## src/hw/rtl/shc_pkg.sv

```systemverilog
package shc_pkg;

    // Default depth of the byte window.
    localparam int SHC_WINDOW_BYTES = 24;

    // Pattern identifiers.
    localparam int NUM_PATS      = 6;
    localparam int PAT_STORYDATA = 0;
    localparam int PAT_TWEE      = 1;
    localparam int PAT_HTML      = 2;
    localparam int PAT_DOCTYPE   = 3;
    localparam int PAT_META      = 4;
    localparam int PAT_IFID      = 5;

    // Lower-case patterns; the first character sits in the highest byte.
    localparam logic [8*13-1:0] STR_STORYDATA = "<tw-storydata";
    localparam logic [8*15-1:0] STR_TWEE      = "modifier=\"twee\"";
    localparam logic [8*5-1:0]  STR_HTML      = "<html";
    localparam logic [8*14-1:0] STR_DOCTYPE   = "<!doctype html";
    localparam logic [8*5-1:0]  STR_META      = "<meta";
    localparam logic [8*24-1:0] STR_IFID      = "property=\"ifiction:ifid\"";

    localparam int LEN_STORYDATA = $bits(STR_STORYDATA) / 8;
    localparam int LEN_TWEE      = $bits(STR_TWEE) / 8;
    localparam int LEN_HTML      = $bits(STR_HTML) / 8;
    localparam int LEN_DOCTYPE   = $bits(STR_DOCTYPE) / 8;
    localparam int LEN_META      = $bits(STR_META) / 8;
    localparam int LEN_IFID      = $bits(STR_IFID) / 8;

    // Longest pattern; the window must be at least this deep.
    localparam int MAX_PAT_LEN = LEN_IFID;

    // One match bit per pattern.
    typedef logic [NUM_PATS-1:0] shc_match_t;

    // Length of a pattern in bytes.
    function automatic int pat_len(input int pat);
        case (pat)
            PAT_STORYDATA: return LEN_STORYDATA;
            PAT_TWEE:      return LEN_TWEE;
            PAT_HTML:      return LEN_HTML;
            PAT_DOCTYPE:   return LEN_DOCTYPE;
            PAT_META:      return LEN_META;
            PAT_IFID:      return LEN_IFID;
            default:       return 0;
        endcase
    endfunction

    // Pattern byte at a distance pos from its last character.
    function automatic logic [7:0] pat_byte(input int pat, input int pos);
        logic [7:0] b;
        b = 8'h00;
        case (pat)
            PAT_STORYDATA: if (pos < LEN_STORYDATA) b = STR_STORYDATA[8*pos +: 8];
            PAT_TWEE:      if (pos < LEN_TWEE)      b = STR_TWEE[8*pos +: 8];
            PAT_HTML:      if (pos < LEN_HTML)      b = STR_HTML[8*pos +: 8];
            PAT_DOCTYPE:   if (pos < LEN_DOCTYPE)   b = STR_DOCTYPE[8*pos +: 8];
            PAT_META:      if (pos < LEN_META)      b = STR_META[8*pos +: 8];
            PAT_IFID:      if (pos < LEN_IFID)      b = STR_IFID[8*pos +: 8];
            default:       b = 8'h00;
        endcase
        return b;
    endfunction

endpackage

```

## src/hw/rtl/shc_cell.sv

```systemverilog
module shc_cell #(
    parameter int CELL_POS = 0
) (
    input  logic               aclk,
    input  logic               aresetn,
    input  logic               shift_en,
    input  logic               clear,
    input  logic [7:0]         byte_in,
    output logic [7:0]         byte_out,
    output shc_pkg::shc_match_t match
);
    import shc_pkg::*;

    logic [7:0] byte_reg;
    logic [7:0] byte_next;

    // Each pattern checks the byte that lands in this cell on the current transfer.
    // A pattern no longer than this cell's distance from the newest byte does not care.
    for (genvar p = 0; p < NUM_PATS; p++) begin : g_pat
        if (CELL_POS < pat_len(p)) begin : g_cmp
            assign match[p] = (byte_in == pat_byte(p, CELL_POS));
        end else begin : g_dont_care
            assign match[p] = 1'b1;
        end
    end

    // Window byte: cleared at the end of a file, else shifted on each input transfer.
    always_comb begin
        byte_next = byte_reg;
        if (clear) begin
            byte_next = 8'h00;
        end else if (shift_en) begin
            byte_next = byte_in;
        end
    end

    always_ff @(posedge aclk) begin
        if (!aresetn) begin
            byte_reg <= 8'h00;
        end else begin
            byte_reg <= byte_next;
        end
    end

    assign byte_out = byte_reg;

endmodule

```

## src/hw/rtl/html_story_signature_classifier.sv

```systemverilog
// HTML story signature classifier.
// A file streams in on the s_ channel one byte per transfer; s_tlast marks
// its final byte. Each byte is folded to lower case and shifted into a row of
// window cells, each cell holding one byte and comparing the byte that lands
// in it against the pattern characters at its distance from the newest byte.
// Matches of the signature patterns set a sticky flag; a meta tag arms the
// ifid property check until the next '<' or '>'.
// Only the final byte of a file yields a result: one transfer on the m_
// channel, m_tdata[0] = 1 when the file is claimed as an HTML story. The
// result is registered and shows in the cycle after the final byte is
// taken. The block takes one byte every cycle; the single output register
// is the only place a result waits, so s_tready drops only while a verdict
// is held and m_tready is low. After the final byte the window and flags
// clear, so the next byte starts a new file. Reset (aresetn low,
// synchronous) clears the window, the flags and the output register.
module html_story_signature_classifier #(
    parameter int WINDOW_BYTES = shc_pkg::SHC_WINDOW_BYTES
) (
    input  logic       aclk,
    input  logic       aresetn,
    input  logic       s_tvalid,
    output logic       s_tready,
    input  logic [7:0] s_tdata,   // [7:0] data_byte
    input  logic       s_tlast,   // last_byte
    output logic       m_tvalid,
    input  logic       m_tready,
    output logic [7:0] m_tdata    // [0] story_valid, [7:1] zero
);
    import shc_pkg::*;

    logic       in_xfer;
    logic       file_end;
    logic [7:0] folded_byte;
    logic       is_angle;

    logic [7:0] cell_byte [WINDOW_BYTES];
    shc_match_t cell_match [WINDOW_BYTES];
    shc_match_t match_acc [WINDOW_BYTES+1];
    shc_match_t hits;

    logic signature_reg;
    logic signature_next;
    logic meta_armed_reg;
    logic meta_armed_next;
    logic m_valid_reg;
    logic m_valid_next;
    logic story_reg;
    logic story_next;

    assign s_tready = !m_valid_reg || m_tready;
    assign in_xfer  = s_tvalid && s_tready;
    assign file_end = in_xfer && s_tlast;

    // Fold ASCII upper case to lower case.
    always_comb begin
        folded_byte = s_tdata;
        if (s_tdata >= "A" && s_tdata <= "Z") begin
            folded_byte = s_tdata + 8'd32;
        end
    end

    assign is_angle = (folded_byte == "<") || (folded_byte == ">");

    // Row of window cells; cell 0 takes the new byte, each other its neighbor's byte.
    for (genvar i = 0; i < WINDOW_BYTES; i++) begin : g_cell
        if (i == 0) begin : g_head
            shc_cell #(.CELL_POS(i)) u_cell (
                .aclk     (aclk),
                .aresetn  (aresetn),
                .shift_en (in_xfer),
                .clear    (file_end),
                .byte_in  (folded_byte),
                .byte_out (cell_byte[i]),
                .match    (cell_match[i])
            );
        end else begin : g_body
            shc_cell #(.CELL_POS(i)) u_cell (
                .aclk     (aclk),
                .aresetn  (aresetn),
                .shift_en (in_xfer),
                .clear    (file_end),
                .byte_in  (cell_byte[i-1]),
                .byte_out (cell_byte[i]),
                .match    (cell_match[i])
            );
        end
    end

    // A pattern matches when every cell it covers agrees.
    assign match_acc[0] = '1;
    for (genvar i = 0; i < WINDOW_BYTES; i++) begin : g_and
        assign match_acc[i+1] = match_acc[i] & cell_match[i];
    end
    assign hits = match_acc[WINDOW_BYTES];

    // Flag updates; the ifid check sees the meta flag from before this byte.
    always_comb begin
        signature_next  = signature_reg;
        meta_armed_next = meta_armed_reg;
        if (in_xfer) begin
            if (hits[PAT_STORYDATA] || hits[PAT_TWEE] || hits[PAT_HTML]
                || hits[PAT_DOCTYPE] || (meta_armed_reg && hits[PAT_IFID])) begin
                signature_next = 1'b1;
            end
            if (is_angle) begin
                meta_armed_next = 1'b0;
            end
            if (hits[PAT_META]) begin
                meta_armed_next = 1'b1;
            end
        end
    end

    // Output register; a verdict is loaded at the end of each file.
    always_comb begin
        m_valid_next = m_valid_reg;
        story_next   = story_reg;
        if (file_end) begin
            m_valid_next = 1'b1;
            story_next   = signature_next;
        end else if (m_tready) begin
            m_valid_next = 1'b0;
        end
    end

    always_ff @(posedge aclk) begin
        if (!aresetn) begin
            signature_reg  <= 1'b0;
            meta_armed_reg <= 1'b0;
            m_valid_reg    <= 1'b0;
            story_reg      <= 1'b0;
        end else begin
            signature_reg  <= file_end ? 1'b0 : signature_next;
            meta_armed_reg <= file_end ? 1'b0 : meta_armed_next;
            m_valid_reg    <= m_valid_next;
            story_reg      <= story_next;
        end
    end

    assign m_tvalid = m_valid_reg;
    assign m_tdata  = {7'b0, story_reg};

`ifndef SYNTHESIS
    // The flags start clean after the end of a file.
    a_flags_clear: assert property (@(posedge aclk) disable iff (!aresetn)
        file_end |=> (!signature_reg && !meta_armed_reg))
        else $error("flags not cleared after final byte");

    // The window's head cell starts clean after the end of a file.
    a_window_clear: assert property (@(posedge aclk) disable iff (!aresetn)
        file_end |=> (cell_byte[0] == 8'h00))
        else $error("window not cleared after final byte");

    // A verdict appears only after a final byte was taken.
    a_result_source: assert property (@(posedge aclk) disable iff (!aresetn)
        (m_tvalid && !$past(m_tvalid && !m_tready)) |-> $past(file_end))
        else $error("result without a final byte");
`endif

endmodule

```

## config.mk

```make
export PLATFORM = sky130hd
export DESIGN_NAME = html_story_signature_classifier
export DESIGN_NICKNAME = d
export VERILOG_FILES = /design/src/hw/rtl/shc_pkg.sv /design/src/hw/rtl/shc_cell.sv /design/src/hw/rtl/html_story_signature_classifier.sv
export SDC_FILE = /design/constraint.sdc
export NUM_CORES = 1
export LEC_CHECK = 0
export ABC_AREA = 1
export ABC_CLOCK_PERIOD_IN_PS = 1970
export BUFFER_PORTS_ARGS = -buffer_cell sky130_fd_sc_hd__clkbuf_2
export CORE_MARGIN = 1.5
export CORE_UTILIZATION = 60
export CTS_BUF_LIST = sky130_fd_sc_hd__clkbuf_8
export CTS_CLUSTER_DIAMETER = 120
export DETAILED_ROUTE_END_ITERATION = 8
export GPL_ROUTABILITY_DRIVEN = 0
export PLACE_DENSITY = 0.89
export SETUP_SLACK_MARGIN = 0.3
export SLEW_MARGIN = 30
export SYNTH_ARGS = -nofsm -noshare
export SYNTH_HDL_FRONTEND = slang
export SYNTH_SLANG_ARGS = --single-unit
```

## constraint.sdc

```tcl
create_clock -name aclk -period 1.97 [get_ports aclk]
set_clock_uncertainty 0.15 [all_clocks]
set_input_delay 0.591 -clock aclk [delete_from_list [all_inputs] [get_ports aclk]]
set_output_delay 0.591 -clock aclk [all_outputs]
set_load 0.01 [all_outputs]
```

Yosys cells after proc, flatten, opt, wreduce, memory -nomap -nowiden --
Cells that the tools add are included.
Storage, ports and cells: memories 0, latch bits 0, bits in read-only memories 0, register bits 188, word-level logic and storage cells 144, input bits 13, memory bits (writable) 0
Cells by class: add/subtract/negate cells 1, $mul 0, shifts and indexed selects 0, bitwise operators 24, equality and inequality tests 68, multiplexer cells 7, reductions and logical operators 15, $lt $le $gt $ge 2, div/mod/pow operators 0
Operator list (number):
- == test 8 x 7 -> 1 bit, second input constant | 54
- bitwise AND 6 bit | 23
- == test 8 x 6 -> 1 bit, second input constant | 14
- adder 8 x 6 -> 8 bit, second input constant | 1
- greater-or-equal comparator 8 x 7 -> 1 bit, second input constant | 1
- <= comparator 8 x 7 -> 1 bit, second input constant | 1
- two-way mux 8 bit | 1
- logical OR 1 bit | 6
- two-way mux 1 bit | 6
- logical AND 1 bit | 4
- nonzero test 2 bit | 2
- AND reduction 2 bit | 1
- OR reduction 2 bit | 1
- zero test 1 bit | 1
- NOT 1 bit | 1

Depth between registers and ports, before layout --
Gate-level depths: netlist of run 1.
depth after elaboration 33, mapped depth 16

Modules after synthesis --
Synthesis of run 1 repeated with hierarchy kept, for this count alone.
Second synthesis, totals: cells, all modules 1580, area total of the unflattened synthesis 10029.6 sq um
Modules (own cells, without submodules):
- shc_cell (g_cell[15].g_body.u_cell ...) | area each 361.6 sq um, times used 6, cells an instance 52
- shc_cell (g_cell[19].g_body.u_cell ...) | area each 357.8 sq um, times used 3, cells an instance 51
- html_story_signature_classifier | area each 823.3 sq um, times used 1, cells an instance 164
- shc_cell (g_cell[6].g_body.u_cell ...) | area each 406.6 sq um, times used 2, cells an instance 67
- shc_cell (g_cell[10].g_body.u_cell ...) | area each 394.1 sq um, times used 2, cells an instance 63
- shc_cell (g_cell[9].g_body.u_cell) | area each 419.2 sq um, times used 1, cells an instance 67
- shc_cell (g_cell[3].g_body.u_cell) | area each 412.9 sq um, times used 1, cells an instance 67
- shc_cell (g_cell[2].g_body.u_cell) | area each 405.4 sq um, times used 1, cells an instance 62
- shc_cell (g_cell[5].g_body.u_cell) | area each 402.9 sq um, times used 1, cells an instance 66
- shc_cell (g_cell[8].g_body.u_cell) | area each 399.1 sq um, times used 1, cells an instance 65
- shc_cell (g_cell[4].g_body.u_cell) | area each 395.4 sq um, times used 1, cells an instance 65
- shc_cell (g_cell[13].g_body.u_cell) | area each 391.6 sq um, times used 1, cells an instance 62
- shc_cell (g_cell[1].g_body.u_cell) | area each 386.6 sq um, times used 1, cells an instance 59
- shc_cell (g_cell[0].g_head.u_cell) | area each 384.1 sq um, times used 1, cells an instance 60
- +2 rows

Worst setup path before layout of run 1 --
OpenSTA, ideal clock, no wires.
kind input -> register, from input s_tdata[5], to register story_reg, slack 0.109 ns, setup time 0.058 ns, stages on the path 12, data arrival time 1.653 ns, data required time 1.762 ns, path through ha_1 -> nor3_1 -> nand3_1 -> nand2_2 -> nand3_1 -> nor2_1 -> nand2_1 -> nand2_1 -> nand2_1 -> nand2_1 -> nand2_1 -> nand2_1
Between the ends: longest elaborated chain between the ends 33
Ends and longest elaborated chain:
- from (decl) | RTL line html_story_signature_classifier.sv:23 | input logic [7:0] s_tdata,
- greater-or-equal comparator 8 x 7 -> 1 bit / <= comparator 8 x 7 -> 1 bit (equally long branches) | RTL line html_story_signature_classifier.sv:57 | if (s_tdata >= "A" && s_tdata <= "Z") begin
- logical AND 1 bit | RTL line html_story_signature_classifier.sv:57
- two-way mux 8 bit * | RTL line html_story_signature_classifier.sv:57
- == test 8 x 7 -> 1 bit / == test 8 x 6 -> 1 bit (equally long branches) | RTL line shc_cell.sv:21 | assign match[p] = (byte_in == pat_byte(p, CELL_POS));
- bitwise AND 6 bit * (23 in a row) | RTL line html_story_signature_classifier.sv:92 | assign match_acc[i+1] = match_acc[i] & cell_match[i];
- logical OR 1 bit (2 in a row) | RTL line html_story_signature_classifier.sv:101 | if (hits[PAT_STORYDATA] || hits[PAT_TWEE] || hits[PAT_HTML]
- logical OR 1 bit | RTL line html_story_signature_classifier.sv:102 | || hits[PAT_DOCTYPE] || (meta_armed_reg && hits[PAT_IFID])) begin
- logical OR 1 bit * | RTL line html_story_signature_classifier.sv:102
- two-way mux 1 bit * | RTL line html_story_signature_classifier.sv:101
- two-way mux 1 bit * | RTL line html_story_signature_classifier.sv:100 | if (in_xfer) begin
- to (signal assigned) | RTL line html_story_signature_classifier.sv:136 | story_reg <= story_next;
- to (decl) | RTL line html_story_signature_classifier.sv:47 | logic story_reg;
Every way passes the cells marked *; elsewhere a longest branch is shown, timed or not. A chain may end at the register's enable or synchronous reset.

Final worst setup path of run 1 --
from register g_cell[8].g_body.u_cell.byte_reg[2], to register story_reg
Between the ends: longest elaborated chain between the ends 22
Ends and longest elaborated chain:
- from (decl) | RTL line shc_cell.sv:14 | logic [7:0] byte_reg;
- from (signal assigned) | RTL line shc_cell.sv:41 | byte_reg <= byte_next;
- == test 8 x 6 -> 1 bit / == test 8 x 7 -> 1 bit (equally long branches) | RTL line shc_cell.sv:21
- bitwise AND 6 bit * (15 in a row) | RTL line html_story_signature_classifier.sv:92
- logical OR 1 bit (2 in a row) | RTL line html_story_signature_classifier.sv:101
- logical OR 1 bit | RTL line html_story_signature_classifier.sv:102
- logical OR 1 bit * | RTL line html_story_signature_classifier.sv:102
- two-way mux 1 bit * | RTL line html_story_signature_classifier.sv:101
- two-way mux 1 bit * | RTL line html_story_signature_classifier.sv:100
Marks and branches as above.

==> results of run 1 <==
[stage by stage]
stage / util / setup WS (ps) / TNS [ps] / instance area (sq um)
floorplan: - / 239 / 0 / 8270
global placement: 0.644 / -3.22 / -3.22 / 8530
CTS: 0.687 / 187 / 0 / 9100
detailed placement: 0.644 / -128 / -1210 / 8530
global route: 0.720 / -54.8 / -64.0 / 9540
finish: 0.720 / 102 / 0 / 9540
[worst min-delay path, delay by kind of cell]
kind / cells / cell delay [ps]
AND/OR/NAND/NOR: 1 / 80
buffers and inverters: 1 / 110
AO/OA/AOI/OAI: 1 / 60
[kinds of logic (layout without fill, tap and decap cells)]
family,count (synthesis),in the layout
buf+inv,147,171
flops,188,188
fa+ha+maj,1,1
other cells,1,7
simple gates,684,684
compound gates,191,191
[cells in the final DEF (no fill, tap or decap), types with 12 or more instances in the layout]
cell,instances
nand2_1,453
a21oi_1,184
dfxtp_1,131
nor2_1,94
inv_1,68
dfxtp_2,51
buf_4,31
nor2_2,30
nand3_1,29
nand4_1,29
clkbuf_8,19
clkbuf_2,12
[final cells by class]
| cell class | instances | area share |
|---|---|---|
| Clock inverter | 13 | 0.0184 |
| Inverter | 79 | 0.0321 |
| Timing Repair Buffer | 60 | 0.0704 |
| Multi-Input combinational cell | 883 | 0.425 |
| Sequential cell | 188 | 0.404 |
| Clock buffer | 19 | 0.0274 |
| Tap cell | 176 | 0.0231 |
[where the power goes]
group	leakage, nW	internal [mW]	total, mW	switching, mW
combinational	1.29	0.168	0.509	0.341
sequential	1.55	3.81	3.83	0.0202
clock	0.225	1.36	2.82	1.47
total	3.06	5.33	7.16	1.83
[what timing repair did]
item / in CTS / in global routing
hold buffers: 0 / 0
endpoints found under the hold margin: 0 / 0
buffers inserted: 6 / 3
resized for setup: 37 / 113
cloned: 0 / 5
pin swaps: 19 / 42
endpoints found under the setup margin: 6 / 183
[layer usage]
layer  track usage  vias to the layer above  wire length, um
met4         0.121                        0             1010
met5             0                        -                0
met3        0.0761                      118             2230
li1              -                     3875                -
met1         0.393                     3738             9030
met2         0.436                      482            10200
[worst max path at each step]
stage	start	end	slack, ps	cells past startpoint
after detailed placement	s_tdata[0]	story_reg$_SDFFE_PN0P_	-130	13
after global routing	g_cell[5].g_body.u_cell.byte_out[2]$_SDFFE_PP0P_	story_reg$_SDFFE_PN0P_	-50	14
final	g_cell[8].g_body.u_cell.byte_out[2]$_SDFFE_PP0P_	story_reg$_SDFFE_PN0P_	100	14
after global placement	s_tdata[6]	story_reg$_SDFFE_PN0P_	-3	12
after CTS	m_tvalid$_SDFFE_PN0P_	s_tready	190	2
after floorplan	s_tdata[5]	story_reg$_SDFFE_PN0P_	240	12
==> results.json, run 1 <==
{
  "outcome": "finished with violations",
  "violations": "design-rule violations",
  "grt_overflow": 0,
  "postSynthAreaPerCell_sq_um": 6.71,
  "cp-start-kind": "flop",
  "min_period_ps": 1870,
  "ys_warn_count": 0,
  "rows": 42,
  "fill_cells": 956,
  "crit_arrival_ps": 2150,
  "placed_cells": 1372,
  "path_delay_family": "simple AND/OR/NAND/NOR gates",
  "hp-start": "s_tdata[1]",
  "synth-seq-cells": 188,
  "pin_count": 23,
  "drt-pass1-iter-count": 9,
  "seq_area_frac_synth": 0.463,
  "clock_latency_ps": 480,
  "path_max_fanout": 6,
  "post_drt_wl_per_cell_um": 15.9,
  "synth_xor_xnor_area_share": 0,
  "synth_top_area_cell": "dfxtp_1",
  "hold_viol": 0,
  "cts_sinks": 188,
  "viasPerCell": 5.79,
  "largest_reg_flops": 176,
  "drt_iter0_drc": 1075,
  "final_nets": 1243,
  "holdPathEnd": "g_cell[0].g_head.u_cell.byte_out[1]$_SDFFE_PP0P_",
  "critPathSlowestCell": "dfxtp_2",
  "clkSlewWorstSetupHoldPaths_ps": 100,
  "post-route-period-util": 0.948,
  "synthSimpleGateAreaFrac": 0.341,
  "netlist_top_cells_area": "dfxtp_1 (46%), nand2_1 (21%), a21oi_1 (11%)",
  "dp_hpwl_um": 13200,
  "finalMaxSlewViolations": 0,
  "power_mw": 7.16,
  "yosysMostFrequentCell": "nand2_1",
  "antenna_found_initial": 0,
  "grt_max_degree": 79,
  "n_antenna_cell": 0,
  "synth_cells": 1212,
  "hold_path_depth": 3,
  "drv_cap": 0,
  "synth.top_cells.by_count": "nand2_1 (463), dfxtp_1 (188), a21oi_1 (185)",
  "fmaxAchievable_mhz": 535,
  "finalNonFillerCells": 1418,
  "rr_worst_depth": 14,
  "seq_area_sq_um": 3850,
  "die_h_um": 119,
  "num_vias": 8213,
  "critical_path_class": "reg2reg",
  "critPathCaptureType": "flop",
  "timing.rr.start": "g_cell[8].g_body.u_cell.byte_out[2]$_SDFFE_PP0P_",
  "drt-total-wl_um": 22500,
  "yosys.area_share.adder": 0.00154,
  "whs_ps": 246,
  "syn_area_sq_um": 8140,
  "hp-class": "in2reg",
  "clock_path_buffers": 2,
  "regToRegEndpoint": "story_reg$_SDFFE_PN0P_",
  "cts_buffers": 17,
  "multi_input_area_sq_um": 4050,
  "power.leakage_nw": 3.06,
  "r2r_setup_slack_ps": 100,
  "cpMostUsedCell": "nand2_1",
  "yosys-mux-area-fraction": 0,
  "die_area_sq_um": 14300,
  "ant_nets": 0,
  "initial_core_util": 0.614,
  "syn2layout_area_growth_pct": 17.2,
  "synth.top_cell.area_share": 0.463,
  "grt_pass1_vias": 7046,
  "powerDensity_nw_per_um2": 750,
  "drc": 4,
  "irDropWorstVdd_mv": 0.652,
  "core_area_sq_um": 13200,
  "grt_usage": 0.289,
  "cp.required_ps": 2250,
  "ys.flop_type": "dfxtp_1",
  "synth_compound_area_frac": 0.118,
  "synthArstFlopShare": 0,
  "cts_tree": "yes",
  "synth_cell_types": 27,
  "synth_edf_count": 0,
  "critPathBufInv": 0,
  "chipWidth_um": 119,
  "htreeDepth": 4,
  "slowest_delay_ps": 400,
  "post_route_cells_drive_above_1_share": 0.183,
  "grt_pass1_wl_um": 33400,
  "root_buffer": "clkbuf_8",
  "rsz0062_at_grt": "true",
  "synth_top_family_by_area": "simple AND/OR/NAND/NOR gates",
  "setup_viol": 0,
  "io_buffers": 15,
  "path_cells": "nand2_1, nor3_1, nand4_1, nor2_1, nand2_1, nor2_2, nand2_1, nand2_1, nand2_1, nand2_1, nand2_1, nand2_1, nand2_1, nand2_1"
}
Power figures use the tool's default switching activity.
==> run 2: changes to the inputs <==
--- a/constraint.sdc
+++ b/constraint.sdc
@@ -4,2 +4,2 @@
 set_output_delay 0.591 -clock aclk [all_outputs]
-set_load 0.01 [all_outputs]
+set_load 0.1 [all_outputs]
==> run 2 against run 1 <==
  * The flow finishes with violations (negative setup slack)
  * Sequential share of layout area down 3.1 points
  * Final area rose by 7.6%
  * Register-to-register slack worse by 150 ps
  * Global-route usage barely moved
  * Combinational power up 49%
  * Hold slack worse by 14 ps
  * Die area did not move
  * Clock power about the same
  * Critical path depth stayed put
  * First-iteration DRC count increased by 17%
  * Flip-flop and latch count unchanged
  * Total power is 3.8% higher
  * Critical endpoint unchanged
  * Largest cell class unchanged
==> results.json, run 2 (synthesis gave the netlist of run 1 again) <==
{
  "outcome": "finished with violations",
  "violations": "negative setup slack",
  "multi_input_area_sq_um": 4330,
  "seq_area_sq_um": 3820,
  "cp-start-kind": "flop",
  "post_drt_wl_per_cell_um": 17.7,
  "fin_setup_tns_ps": -43.0,
  "fin_ws_ps": -43.0,
  "syn2layout_area_growth_pct": 26.1,
  "clkSlewWorstSetupHoldPaths_ps": 100,
  "cts_sinks": 188,
  "rsz0062_at_grt": "true",
  "ant_nets": 0,
  "crit_arrival_ps": 2300,
  "n_antenna_cell": 0,
  "hp-class": "in2reg",
  "cp.required_ps": 2250,
  "grt_max_degree": 74,
  "powerDensity_nw_per_um2": 724,
  "grt_pass1_wl_um": 33700,
  "drv_cap": 0,
  "finalMaxSlewViolations": 0,
  "root_buffer": "clkbuf_8",
  "drt_iter0_drc": 1258,
  "viasPerCell": 5.96,
  "htreeDepth": 4,
  "post_route_cells_drive_above_1_share": 0.255,
  "die_area_sq_um": 14300,
  "irDropWorstVdd_mv": 0.752,
  "drc": 0,
  "core_area_sq_um": 13200,
  "setup_viol": 1,
  "drt-total-wl_um": 25700,
  "final_nets": 1280,
  "dp_hpwl_um": 13600,
  "min_period_ps": 2010,
  "chipWidth_um": 119,
  "fmaxAchievable_mhz": 497,
  "hold_viol": 0,
  "layout_commonest_cell": "nand2_1",
  "initial_core_util": 0.614,
  "cts_tree": "yes",
  "grt_pass1_vias": 7233,
  "cts_buffers": 17,
  "antenna_found_initial": 0,
  "drt-pass1-iter-count": 8,
  "critical_path_class": "reg2reg",
  "post-route-period-util": 1.02,
  "clock_latency_ps": 480,
  "rows": 42,
  "die_h_um": 119,
  "largest_reg_flops": 176,
  "grt_overflow": 0,
  "pin_count": 23,
  "utilization": 0.775,
  "power.leakage_nw": 3.30,
  "io_buffers": 15,
  "num_vias": 8667,
  "grt_usage": 0.290,
  "clock_path_buffers": 2,
  "fill_cells": 807,
  "critPathCaptureType": "flop",
  "r2r_setup_slack_ps": -40,
  "final_cell_mix": "nand2_1 (431), dfxtp_1 (153), a21oi_1 (110)",
  "path_max_fanout": 3
}
==> run 2: layout make-up <==
class                           count  share of cell area
Multi-Input combinational cell    883               0.422
Tap cell                          176              0.0215
Clock buffer                       19              0.0255
Clock inverter                     11              0.0163
Sequential cell                   188               0.373
Timing Repair Buffer               97               0.112
Inverter                           79              0.0300
==> run 2: worst max-delay path, stage by stage (launching register included) <==
cell,delay [ps]
dfxtp_2,360
inv_1,50
nor2_2,190
nand2_2,120
nor3_2,160
nand3_1,180
nor2_1,180
nand2_1,70
nand2_1,70
nand2_1,50
nand2_1,100
nand2_2,90
nand2_2,80
nand2_1,60
nand2_1,60
==> run 2: report_power, final <==
part	switching [mW]	total [mW]	leakage (nW)	internal, mW
Combinational	0.482	0.759	1.55	0.278
Sequential	0.0207	3.83	1.53	3.81
Clock	1.41	2.84	0.214	1.43
Total	1.91	7.43	3.30	5.52
==> run 2: path summary, 6_finish.rpt <==
kind / from / endpoint / cells past startpoint
worst max register to register: g_cell[1].g_body.u_cell.byte_out[6]$_SDFFE_PP0P_ / story_reg$_SDFFE_PN0P_ / 14
worst max-delay path: g_cell[1].g_body.u_cell.byte_out[6]$_SDFFE_PP0P_ / story_reg$_SDFFE_PN0P_ / 14
worst min-delay path: s_tdata[1] / g_cell[0].g_head.u_cell.byte_out[1]$_SDFFE_PP0P_ / 3
worst min register to register: g_cell[22].g_body.u_cell.byte_out[2]$_SDFFE_PP0P_ / g_cell[22].g_body.u_cell.byte_out[2]$_SDFFE_PP0P_ / 2
==> run 2: what timing repair did <==
item	in CTS	in global routing
buffers inserted	4	15
hold buffers	0	0
gates resized for setup	36	147
pin swaps	7	30
cloned	0	14
endpoints found under the setup margin	5	113
==> run 2: routing by layer <==
| layer | global-route usage | vias to the layer above | share of wire |
|---|---|---|---|
| met2 | 0.477 | 600 | 0.47 |
| met1 | 0.372 | 3974 | 0.37 |
| li1 | - | 3948 | - |
| met5 | 0 | - | 0 |
| met3 | 0.0580 | 145 | 0.10 |
| met4 | 0.121 | 0 | 0.053 |
==> run 2: through the flow <==
step / cell area [sq um] / hold WS (ps) / power (mW) / instances / setup WS [ps]
4_1_cts: 9390 / 228 / 7.17 / 1424 / 128
3_3_place_gp: 8850 / 298 / 4.45 / 1390 / -35.5
5_1_grt: 10300 / 253 / 7.60 / 1453 / -150
2_1_floorplan: 8540 / 270 / 4.34 / 1218 / 192
3_5_place_dp: 8850 / 305 / 4.46 / 1390 / -161
6_report: 10300 / 232 / 7.43 / 1453 / -43.0
